`src/design/mfcrc_pkg.sv`:
```
// Shared types, constants, CRC step and CRC-extra table for the frame CRC unit.
package mfcrc_pkg;

    localparam logic [15:0] CRC_INIT     = 16'hFFFF;
    localparam int          POS_W        = 3;
    localparam logic [2:0]  POS_IDLE     = 3'd0;
    localparam logic [2:0]  POS_ID       = 3'd5;
    localparam logic [2:0]  POS_SAT      = 3'd6;

    typedef struct packed {
        logic [7:0] data_byte;
        logic       frame_start;
        logic       frame_end;
    } in_item_t;

    typedef struct packed {
        logic [15:0] crc_value;
        logic [7:0]  extra_seed;
    } out_item_t;

    // Classified byte handed from the front to the back.
    typedef struct packed {
        logic       restart;
        logic       capture_id;
        logic       last;
        logic [7:0] data;
    } op_t;

    typedef struct packed {
        logic empty;
        logic full;
    } q_status_t;

    function automatic logic [15:0] crc_fold(input logic [15:0] crc, input logic [7:0] b);
        logic [7:0] t;
        t = b ^ crc[7:0];
        t = t ^ {t[3:0], 4'b0000};
        return {8'h00, crc[15:8]} ^ {t, 8'h00} ^ {5'b00000, t, 3'b000} ^ {12'h000, t[7:4]};
    endfunction

    function automatic logic [7:0] extra_lookup(input logic [7:0] id);
        logic [7:0] v;
        unique case (id)
            8'd0:   v = 8'd72;
            8'd1:   v = 8'd39;
            8'd2:   v = 8'd190;
            8'd3:   v = 8'd92;
            8'd4:   v = 8'd191;
            8'd5:   v = 8'd217;
            8'd6:   v = 8'd104;
            8'd7:   v = 8'd119;
            8'd9:   v = 8'd219;
            8'd10:  v = 8'd60;
            8'd11:  v = 8'd186;
            8'd12:  v = 8'd10;
            8'd20:  v = 8'd89;
            8'd21:  v = 8'd159;
            8'd22:  v = 8'd162;
            8'd23:  v = 8'd121;
            8'd25:  v = 8'd149;
            8'd26:  v = 8'd222;
            8'd27:  v = 8'd110;
            8'd28:  v = 8'd179;
            8'd29:  v = 8'd136;
            8'd30:  v = 8'd66;
            8'd31:  v = 8'd126;
            8'd32:  v = 8'd185;
            8'd33:  v = 8'd147;
            8'd34:  v = 8'd112;
            8'd35:  v = 8'd252;
            8'd36:  v = 8'd162;
            8'd37:  v = 8'd215;
            8'd38:  v = 8'd229;
            8'd39:  v = 8'd128;
            8'd40:  v = 8'd9;
            8'd41:  v = 8'd106;
            8'd42:  v = 8'd101;
            8'd43:  v = 8'd213;
            8'd44:  v = 8'd4;
            8'd45:  v = 8'd229;
            8'd46:  v = 8'd21;
            8'd47:  v = 8'd214;
            8'd48:  v = 8'd215;
            8'd49:  v = 8'd14;
            8'd50:  v = 8'd206;
            8'd51:  v = 8'd50;
            8'd52:  v = 8'd157;
            8'd53:  v = 8'd126;
            8'd54:  v = 8'd108;
            8'd55:  v = 8'd213;
            8'd56:  v = 8'd95;
            8'd57:  v = 8'd5;
            8'd58:  v = 8'd127;
            8'd62:  v = 8'd57;
            8'd63:  v = 8'd126;
            8'd64:  v = 8'd130;
            8'd65:  v = 8'd119;
            8'd66:  v = 8'd193;
            8'd67:  v = 8'd191;
            8'd68:  v = 8'd236;
            8'd69:  v = 8'd158;
            8'd70:  v = 8'd143;
            8'd73:  v = 8'd104;
            8'd74:  v = 8'd123;
            8'd75:  v = 8'd131;
            8'd76:  v = 8'd8;
            8'd100: v = 8'd174;
            8'd140: v = 8'd155;
            8'd150: v = 8'd143;
            8'd151: v = 8'd29;
            8'd152: v = 8'd208;
            8'd153: v = 8'd188;
            8'd154: v = 8'd118;
            8'd155: v = 8'd242;
            8'd156: v = 8'd19;
            8'd157: v = 8'd97;
            8'd158: v = 8'd233;
            8'd251: v = 8'd178;
            8'd252: v = 8'd224;
            8'd253: v = 8'd60;
            8'd254: v = 8'd106;
            8'd255: v = 8'd7;
            default: v = 8'd0;
        endcase
        return v;
    endfunction

endpackage

```
`src/design/mavlink_frame_crc_unit.sv`:
```
// Frame CRC unit: byte front end, classified-byte queue, CRC back end.
// Throughput: one byte per cycle, sustained, while results are taken.
// Result path: a frame's last byte passes through the queue, then the output register;
// it waits in the queue while an earlier result is still not taken.
// The queue depth sets how many bytes can be taken while the result waits.
// Reset: asynchronous, active low; CRC to 0xFFFF, id and position to zero.
module mavlink_frame_crc_unit #(
    parameter int QUEUE_DEPTH = 2
) (
    input  logic                 clk,
    input  logic                 rst_n,
    input  logic                 byte_valid,
    output logic                 byte_ready,
    input  mfcrc_pkg::in_item_t  byte_item,
    output logic                 crc_valid,
    input  logic                 crc_ready,
    output mfcrc_pkg::out_item_t crc_item
);

    mfcrc_pkg::q_status_t q_status;
    mfcrc_pkg::op_t       push_op;
    mfcrc_pkg::op_t       pop_op;
    logic                 push;
    logic                 pop;

    mfcrc_front u_front (
        .clk        (clk),
        .rst_n      (rst_n),
        .byte_valid (byte_valid),
        .byte_ready (byte_ready),
        .byte_item  (byte_item),
        .q_status   (q_status),
        .push       (push),
        .push_op    (push_op)
    );

    mfcrc_queue #(
        .DEPTH (QUEUE_DEPTH)
    ) u_queue (
        .clk      (clk),
        .rst_n    (rst_n),
        .push     (push),
        .push_op  (push_op),
        .pop      (pop),
        .pop_op   (pop_op),
        .q_status (q_status)
    );

    mfcrc_back u_back (
        .clk       (clk),
        .rst_n     (rst_n),
        .q_status  (q_status),
        .pop_op    (pop_op),
        .pop       (pop),
        .crc_valid (crc_valid),
        .crc_ready (crc_ready),
        .crc_item  (crc_item)
    );

    a_pop_not_empty: assert property (@(posedge clk) disable iff (!rst_n)
        pop |-> !q_status.empty)
        else $error("pop from empty queue");

    a_stall_only_full: assert property (@(posedge clk) disable iff (!rst_n)
        !byte_ready |-> q_status.full)
        else $error("input stalled with room in queue");

    a_result_from_last: assert property (@(posedge clk) disable iff (!rst_n)
        $rose(crc_valid) |-> $past(pop && pop_op.last))
        else $error("result without a frame end");

    a_last_waits: assert property (@(posedge clk) disable iff (!rst_n)
        (pop && pop_op.last) |-> (!crc_valid || crc_ready))
        else $error("frame end overwrote a pending result");

endmodule

```
`src/design/mfcrc_front.sv`:
```
// Front end: accepts frame bytes and classifies them by frame position.
module mfcrc_front (
    input  logic                 clk,
    input  logic                 rst_n,
    input  logic                 byte_valid,
    output logic                 byte_ready,
    input  mfcrc_pkg::in_item_t  byte_item,
    input  mfcrc_pkg::q_status_t q_status,
    output logic                 push,
    output mfcrc_pkg::op_t       push_op
);

    logic [mfcrc_pkg::POS_W-1:0] pos_reg;
    logic [mfcrc_pkg::POS_W-1:0] pos_next;
    logic                        restart;

    assign byte_ready = !q_status.full;
    assign push       = byte_valid && byte_ready;
    assign restart    = byte_item.frame_start || (pos_reg == mfcrc_pkg::POS_IDLE);

    always_comb
    begin
        push_op.restart    = restart;
        push_op.capture_id = !restart && (pos_reg == mfcrc_pkg::POS_ID);
        push_op.last       = byte_item.frame_end;
        push_op.data       = byte_item.data_byte;
    end

    // Only position 5 matters, so the counter saturates just past it.
    always_comb
    begin
        pos_next = pos_reg;
        if (push)
        begin
            priority if (byte_item.frame_end)
                pos_next = mfcrc_pkg::POS_IDLE;
            else if (restart)
                pos_next = mfcrc_pkg::POS_W'(1);
            else if (pos_reg != mfcrc_pkg::POS_SAT)
                pos_next = pos_reg + mfcrc_pkg::POS_W'(1);
        end
    end

    always_ff @(posedge clk or negedge rst_n)
    begin
        if (!rst_n)
            pos_reg <= mfcrc_pkg::POS_IDLE;
        else
            pos_reg <= pos_next;
    end

endmodule

```
`src/design/mfcrc_queue.sv`:
```
// Short FIFO of classified bytes between the front and the back.
module mfcrc_queue #(
    parameter int DEPTH = 2
) (
    input  logic                 clk,
    input  logic                 rst_n,
    input  logic                 push,
    input  mfcrc_pkg::op_t       push_op,
    input  logic                 pop,
    output mfcrc_pkg::op_t       pop_op,
    output mfcrc_pkg::q_status_t q_status
);

    localparam int PTR_W = (DEPTH > 1) ? $clog2(DEPTH) : 1;
    localparam int CNT_W = $clog2(DEPTH + 1);
    localparam logic [PTR_W-1:0] LAST_PTR = PTR_W'(DEPTH - 1);

    mfcrc_pkg::op_t   mem [DEPTH];
    logic [PTR_W-1:0] wr_ptr_reg;
    logic [PTR_W-1:0] wr_ptr_next;
    logic [PTR_W-1:0] rd_ptr_reg;
    logic [PTR_W-1:0] rd_ptr_next;
    logic [CNT_W-1:0] count_reg;
    logic [CNT_W-1:0] count_next;

    assign q_status.empty = (count_reg == '0);
    assign q_status.full  = (count_reg == CNT_W'(DEPTH));
    assign pop_op         = mem[rd_ptr_reg];

    always_comb
    begin
        wr_ptr_next = wr_ptr_reg;
        rd_ptr_next = rd_ptr_reg;
        count_next  = count_reg;
        if (push)
            wr_ptr_next = (wr_ptr_reg == LAST_PTR) ? '0 : wr_ptr_reg + PTR_W'(1);
        if (pop)
            rd_ptr_next = (rd_ptr_reg == LAST_PTR) ? '0 : rd_ptr_reg + PTR_W'(1);
        unique case ({push, pop})
            2'b10:   count_next = count_reg + CNT_W'(1);
            2'b01:   count_next = count_reg - CNT_W'(1);
            default: count_next = count_reg;
        endcase
    end

    always_ff @(posedge clk)
    begin
        if (push)
            mem[wr_ptr_reg] <= push_op;
    end

    always_ff @(posedge clk or negedge rst_n)
    begin
        if (!rst_n)
        begin
            wr_ptr_reg <= '0;
            rd_ptr_reg <= '0;
            count_reg  <= '0;
        end
        else
        begin
            wr_ptr_reg <= wr_ptr_next;
            rd_ptr_reg <= rd_ptr_next;
            count_reg  <= count_next;
        end
    end

endmodule

```
`src/design/mfcrc_back.sv`:
```
// Back end: runs the CRC, captures the message id and registers the result.
module mfcrc_back (
    input  logic                 clk,
    input  logic                 rst_n,
    input  mfcrc_pkg::q_status_t q_status,
    input  mfcrc_pkg::op_t       pop_op,
    output logic                 pop,
    output logic                 crc_valid,
    input  logic                 crc_ready,
    output mfcrc_pkg::out_item_t crc_item
);

    logic [15:0]          crc_reg;
    logic [15:0]          crc_next;
    logic [7:0]           id_reg;
    logic [7:0]           id_next;
    logic                 out_valid_reg;
    logic                 out_valid_next;
    mfcrc_pkg::out_item_t out_reg;
    mfcrc_pkg::out_item_t out_next;
    logic [15:0]          crc_step;
    logic [7:0]           id_step;
    logic [7:0]           extra;

    assign crc_valid = out_valid_reg;
    assign crc_item  = out_reg;

    // Bytes that end no frame drain even while a result waits.
    assign pop = !q_status.empty && (!pop_op.last || !out_valid_reg || crc_ready);

    always_comb
    begin
        crc_step = pop_op.restart ? mfcrc_pkg::CRC_INIT
                                  : mfcrc_pkg::crc_fold(crc_reg, pop_op.data);
        priority if (pop_op.restart)
            id_step = 8'h00;
        else if (pop_op.capture_id)
            id_step = pop_op.data;
        else
            id_step = id_reg;
        extra = mfcrc_pkg::extra_lookup(id_step);

        crc_next       = crc_reg;
        id_next        = id_reg;
        out_next       = out_reg;
        out_valid_next = out_valid_reg && !crc_ready;
        if (pop)
        begin
            if (pop_op.last)
            begin
                out_next.crc_value  = mfcrc_pkg::crc_fold(crc_step, extra);
                out_next.extra_seed = extra;
                out_valid_next      = 1'b1;
                crc_next            = mfcrc_pkg::CRC_INIT;
                id_next             = 8'h00;
            end
            else
            begin
                crc_next = crc_step;
                id_next  = id_step;
            end
        end
    end

    always_ff @(posedge clk)
    begin
        out_reg <= out_next;
    end

    always_ff @(posedge clk or negedge rst_n)
    begin
        if (!rst_n)
        begin
            crc_reg       <= mfcrc_pkg::CRC_INIT;
            id_reg        <= 8'h00;
            out_valid_reg <= 1'b0;
        end
        else
        begin
            crc_reg       <= crc_next;
            id_reg        <= id_next;
            out_valid_reg <= out_valid_next;
        end
    end

endmodule

```
`config.mk`:
```
export PLATFORM = sky130hd
export DESIGN_NAME = mavlink_frame_crc_unit
export DESIGN_NICKNAME = d
export VERILOG_FILES = /design/src/design/mfcrc_pkg.sv /design/src/design/mavlink_frame_crc_unit.sv /design/src/design/mfcrc_front.sv /design/src/design/mfcrc_queue.sv /design/src/design/mfcrc_back.sv
export SDC_FILE = /design/constraint.sdc
export NUM_CORES = 1
export LEC_CHECK = 0
export BUFFER_PORTS_ARGS = -buffer_cell sky130_fd_sc_hd__clkbuf_2
export CELL_PAD_IN_SITES_DETAIL_PLACEMENT = 1
export CELL_PAD_IN_SITES_GLOBAL_PLACEMENT = 2
export CORE_UTILIZATION = 40
export DETAILED_ROUTE_END_ITERATION = 16
export PLACE_DENSITY = 0.9
export SYNTH_ARGS = -nofsm -noshare
export SYNTH_HDL_FRONTEND = slang
export SYNTH_SLANG_ARGS = --single-unit
```
`constraint.sdc`:
```
create_clock -name clk -period 5.29 [get_ports clk]
set_input_delay 1.058 -clock clk [delete_from_list [all_inputs] [get_ports clk]]
set_output_delay 1.058 -clock clk [all_outputs]
set_load 0.02 [all_outputs]
```
==> results of run 1 <==
-- logic make-up after synthesis --
family,share of synthesized area
multiplexers,0.0652
flip-flops,0.419
buffers and inverters,0.0521
AND/OR/NAND/NOR,0.100
adder cells (fa/ha/maj),0.0309
AO/OA/AOI/OAI,0.223
XOR/XNOR,0.111
-- path summary, 6_finish.rpt --
check / slack [ns] / start / cells past startpoint / endpoint
max in group asynchronous: 3.97 / rst_n / 1 / u_back.id_reg[2]
setup / recovery: 0.62 / u_queue.mem[0][10] / 12 / u_back.crc_item[17]
hold reg to reg: 0.47 / u_back.crc_reg[3] / 2 / u_back.crc_reg[3]
min in group asynchronous: 0.81 / rst_n / 1 / u_front.pos_reg[2]
setup reg to reg: 0.62 / u_queue.mem[0][10] / 12 / u_back.crc_item[17]
hold / removal: 0.47 / u_back.crc_reg[3] / 2 / u_back.crc_reg[3]
-- cell type report --
class | count | area, µm² | share of cell area
Clock buffer | 10 | 229 | 0.0390
Clock inverter | 6 | 85.1 | 0.0145
Inverter | 17 | 63.8 | 0.0109
Multi-Input combinational cell | 382 | 2800 | 0.477
Sequential cell | 78 | 2200 | 0.375
Tap cell | 172 | 215 | 0.0367
Timing Repair Buffer | 49 | 270 | 0.0461
-- cell usage after synthesis (9+ instances only) --
cell,instances,area [µm²]
nand2_1,52,195
edfxtp_1,46,1380
nor2_1,42,158
xnor2_1,33,289
mux2i_1,32,320
a21oi_1,26,130
dfrtp_1,16,400
dfstp_2,16,420
o21ai_0,16,80.1
buf_2,15,75.1
inv_1,15,56.3
o22a_1,14,123
clkbuf_1,13,48.8
ha_1,13,163
xor2_1,13,114
o221ai_1,12,105
o22ai_1,10,62.6
a31oi_1,9,56.3
o211ai_1,9,67.6
o31ai_1,9,67.6
-- per-layer routing --
layer | GRT usage | vias to the layer above | routed length (µm)
met3 | 0.0379 | 46 | 1100
met2 | 0.408 | 244 | 7570
met5 | 0 | - | 0
met4 | 0.119 | 0 | 586
li1 | - | 1975 | -
met1 | 0.340 | 2166 | 7020
-- placed cells by master (no fill, tap or decap), types with 10 or more instances in the layout --
| cell | n |
|---|---|
| inv_1 | 15 |
| mux2i_1 | 32 |
| a21oi_1 | 26 |
| o221ai_1 | 12 |
| dfstp_2 | 16 |
| dfrtp_1 | 16 |
| o22a_1 | 14 |
| xnor2_1 | 33 |
| xor2_1 | 13 |
| edfxtp_1 | 46 |
| clkbuf_2 | 39 |
| ha_1 | 13 |
| o21ai_0 | 16 |
| nand2_1 | 52 |
| nor2_1 | 41 |
| buf_4 | 10 |
-- critical path: cells and delay by family, from the launching register on --
| family | cells | cell delay [ns] |
|---|---|---|
| AO/OA/AOI/OAI | 5 | 1.41 |
| XOR/XNOR | 2 | 0.73 |
| adder cells (fa/ha/maj) | 1 | 0.50 |
| buffers and inverters | 2 | 0.62 |
| flip-flops | 1 | 0.36 |
| multiplexers | 1 | 0.24 |
| AND/OR/NAND/NOR | 1 | 0.52 |
-- per-stage QoR --
step | worst slack [ns] | utilization | area, µm²
final | 0.621 | 0.461 | 5870
after global placement | 0.850 | 0.436 | 5550
after CTS | 0.687 | 0.461 | 5870
after global routing | 0.404 | 0.461 | 5870
after floorplan | 1.49 | - | 5260
after detailed placement | 0.726 | 0.436 | 5550
==> flow_summary.toml, run 1 <==
[worst_setup_path]
crit_path_cell_trace = "or2_1 > o22a_1 > clkinv_1 > ha_1 > inv_1 > mux2i_1 > o221ai_1 > a22oi_1 > a31oi_1 > a311o_2 > xor2_1 > xnor3_1"
worstSetupStartpointType = "flip-flop"
critical_path.slowest_cell = "or2_1"
critPathMaxStageDelay_ns = 0.52
critical_path_arrival_ns = 4.75
worst_setup_path_end_kind = "flip-flop"
critical_path.max_fanout = 16
required_ns = 5.37
timing.setup.critical_path_class = "reg -> reg"

[detailed_routing]
firstDrtPassIters = 6
detail_route.wl_per_cell_um = 22.8
drc = 0
totalWireLength_mm = 16.3
vias_after_detailed_routing = 4431
drt_iter0_drc = 375
antenna_violating_nets_post_route = 0
vias_per_cell = 6.21

[final_layout]
largest_register_ffs = 24
areaGrowthSynthToFinish_pct = 11.5
fraction_of_final_layout_cells_sized_beyond_drive_strength_1 = 0.185
filler_cell_count = 1438
design.final.nets = 564
inserted_diodes = 0
finish.cell_count_without_fillers = 714

[synthesis]
total_standard_cell_area_after_synthesis_um2 = 5260
synth_nets = 541
synth_edf_count = 46
netlist-cell-type-count = 64
synthesis.yosys.warnings = 0
synthesis.area_per_instance_um2 = 10.2
synth.yosys.seq_area_share = 0.419
asyncSetResetFlopFracSynth = 0.410
flip_flop_and_latch_count_after_synthesis = 78
post_synth_inst_count = 514
synth-main-ff-cell = "edfxtp_1"

[min_path]
min_path_type = "reg -> reg"

[floorplanning]
coreArea_um2 = 12700
die_width_um = 117
starting_density_of_the_core = 0.414
full_die_area_um2 = 13600
rows = 41
floorplan.io_pins = 40
die_boundary_height_um = 117

[run]
max_cap_violations = 0

[clocking]
max-clock-path-buffers = 2
tritoncts = "done"
cts_hold_repair.buffers = 0
ctsResizeCount = 0
clock_insertion_delay_at_the_later_pin_of_the_skew_report_ns = 0.34
cts.root.buffer_cell = "clkbuf_16"
clkTransAtPathRegs_ns = 0.06
cts.htree.levels = 3
number_of_setup_buffers_added_after_cts = 0
total_clock_buffers_created_by_cts = 9
clock-sinks = 78

[sta]
time_the_final_worst_path_needs_with_i_o_delays_and_setup_ns = 4.67
fin_setup_tns_ns = 0
max_freq_ghz = 0.214
fin_worst_hold_slack_ns = 0.467
final_max_slew_viol_count = 0
worst_pin_slew_ns = 1.20
final_hold_viol_count = 0
finalCritPeriodShare = 0.883
final.setup_skew_ns = 0.00406
timing.max_slew.rel_slack = 0.200
grt_setup_unrepaired = "no"
setup_viol = 0

[global_route]
grt_start_max_net_pins = 36
wire_length_of_the_first_global_routing_pass_mm = 25.5
antenna_found_initial = 0
globalRouteTotalUtil = 0.255
overflow = 0
first_global_vias = 4491

[placed_design]
io_buffer_count = 39
place_congestion = 1.02
dp_hpwl_mm = 11.7
placed_instances = 698

[outcome]
outcome = "completed"
Power of run 1 is left out: the tool's default activity adds up to more than one toggle a clock period on the data nets, which glitch-free logic cannot reach.
==> run 2, diff against run 1 <==
--- a/config.mk
+++ b/config.mk
@@ -9,6 +9,7 @@
 export CELL_PAD_IN_SITES_DETAIL_PLACEMENT = 1
 export CELL_PAD_IN_SITES_GLOBAL_PLACEMENT = 2
 export CORE_UTILIZATION = 40
+export CTS_BUF_LIST = sky130_fd_sc_hd__clkbuf_16
 export DETAILED_ROUTE_END_ITERATION = 16
 export PLACE_DENSITY = 0.9
 export SYNTH_ARGS = -nofsm -noshare
==> run 2 against run 1 <==
  * Final cell count unchanged
  * Utilization is the same
  * Global-route usage is the same
  * Flip-flop and latch count is the same
  * First-iteration DRC count rose by 0.27%
==> flow_summary.toml, run 2 (same netlist as run 1, synthesis figures left out) <==
[outcome]
outcome = "completed"

[clocking]
cts.root.buffer_cell = "clkbuf_16"
ctsResizeCount = 0
max-clock-path-buffers = 2
total_clock_buffers_created_by_cts = 9
number_of_setup_buffers_added_after_cts = 0
clock-sinks = 78
cts.htree.levels = 3
clock_insertion_delay_at_the_later_pin_of_the_skew_report_ns = 0.34
clkTransAtPathRegs_ns = 0.06
cts_hold_repair.buffers = 0
tritoncts = "done"

[sta]
fin_setup_tns_ns = 0
time_the_final_worst_path_needs_with_i_o_delays_and_setup_ns = 4.69
fin_worst_hold_slack_ns = 0.467
timing.max_slew.rel_slack = 0.196
final_max_slew_viol_count = 0
final.setup_skew_ns = 0.00426
grt_setup_unrepaired = "no"
finalCritPeriodShare = 0.886
setup_viol = 0
worst_pin_slew_ns = 1.21
final_hold_viol_count = 0
max_freq_ghz = 0.213

[worst_setup_path]
timing.setup.critical_path_class = "reg -> reg"
worstSetupStartpointType = "flip-flop"
critical_path_arrival_ns = 4.77
worst_setup_path_end_kind = "flip-flop"
required_ns = 5.37
critical_path.max_fanout = 16

[final_layout]
filler_cell_count = 1438
layout.cells.most_common_list = "52 x nand2_1, 46 x edfxtp_1, 41 x nor2_1"
mostFrequentLayoutCell = "nand2_1"
inserted_diodes = 0
total_area_of_sequential_cells_um2 = 2200
areaGrowthSynthToFinish_pct = 11.5
area_of_the_multi_input_gates_um2 = 2800
fraction_of_final_layout_cells_sized_beyond_drive_strength_1 = 0.185
largest_register_ffs = 24
design.final.nets = 564

[detailed_routing]
antenna_violating_nets_post_route = 0
totalWireLength_mm = 16.3
vias_after_detailed_routing = 4438
drc = 0
firstDrtPassIters = 5
vias_per_cell = 6.22
detail_route.wl_per_cell_um = 22.8
drt_iter0_drc = 376

[floorplanning]
starting_density_of_the_core = 0.414
floorplan.io_pins = 40
full_die_area_um2 = 13600
die_width_um = 117
die_boundary_height_um = 117
coreArea_um2 = 12700
rows = 41

[global_route]
globalRouteTotalUtil = 0.255
grt_start_max_net_pins = 36
wire_length_of_the_first_global_routing_pass_mm = 25.5
first_global_vias = 4491
overflow = 0
antenna_found_initial = 0

[placed_design]
place_congestion = 1.02
io_buffer_count = 39
dp_hpwl_mm = 11.7

[run]
max_cap_violations = 0

[min_path]
min_path_type = "reg -> reg"
[run 2: cell types whose count changed in the layout (fill, tap and decap cells not counted), sizes merged]
cell / delta
clkbuf: -1
inv: +1
[run 2: path summary, 6_finish.rpt]
check	slack, ns	to	startpoint	depth (start not counted)
min in group asynchronous	0.81	u_front.pos_reg[2]	rst_n	1
setup reg to reg	0.60	u_back.crc_item[17]	u_queue.mem[0][10]	12
hold / removal	0.47	u_back.crc_reg[3]	u_back.crc_reg[3]	2
setup / recovery	0.60	u_back.crc_item[17]	u_queue.mem[0][10]	12
max in group asynchronous	3.97	u_back.id_reg[2]	rst_n	1
hold reg to reg	0.47	u_back.crc_reg[3]	u_back.crc_reg[3]	2
[run 2: critical path, stage by stage (launching register included)]
cell and delay (ns):
edfxtp_1 0.36, or2_1 0.53, o22a_1 0.51, clkinv_1 0.47, ha_1 0.50, inv_1 0.15
mux2i_1 0.24, o221ai_1 0.17, a22oi_1 0.21, a31oi_1 0.11, a311o_2 0.42, xor2_1 0.29
xnor3_1 0.44
[run 2: cell type report]
type / instances / area share
clock buffers: 9 / 0.0384
well taps: 172 / 0.0367
flip-flops and latches: 78 / 0.375
multi-input cells: 382 / 0.477
clock inverters: 7 / 0.0151
repair buffers: 49 / 0.0461
inverters: 17 / 0.0109
[run 2: metrics by stage]
stage | instance area, µm² | util | cells | worst slack, ns
global route | 5870 | 0.461 | 714 | 0.404
CTS | 5870 | 0.461 | 714 | 0.687
finish | 5870 | 0.461 | 714 | 0.604
detailed placement | 5550 | 0.436 | 698 | 0.726
global placement | 5550 | 0.436 | 698 | 0.850
floorplan | 5260 | - | 514 | 1.49
[run 2: routing by layer]
layer / part of all wire / global-route usage
met5: 0 / 0
met4: 0.036 / 0.119
met3: 0.065 / 0.0379
met2: 0.46 / 0.408
met1: 0.43 / 0.340
Power of run 2 is left out for the same reason.
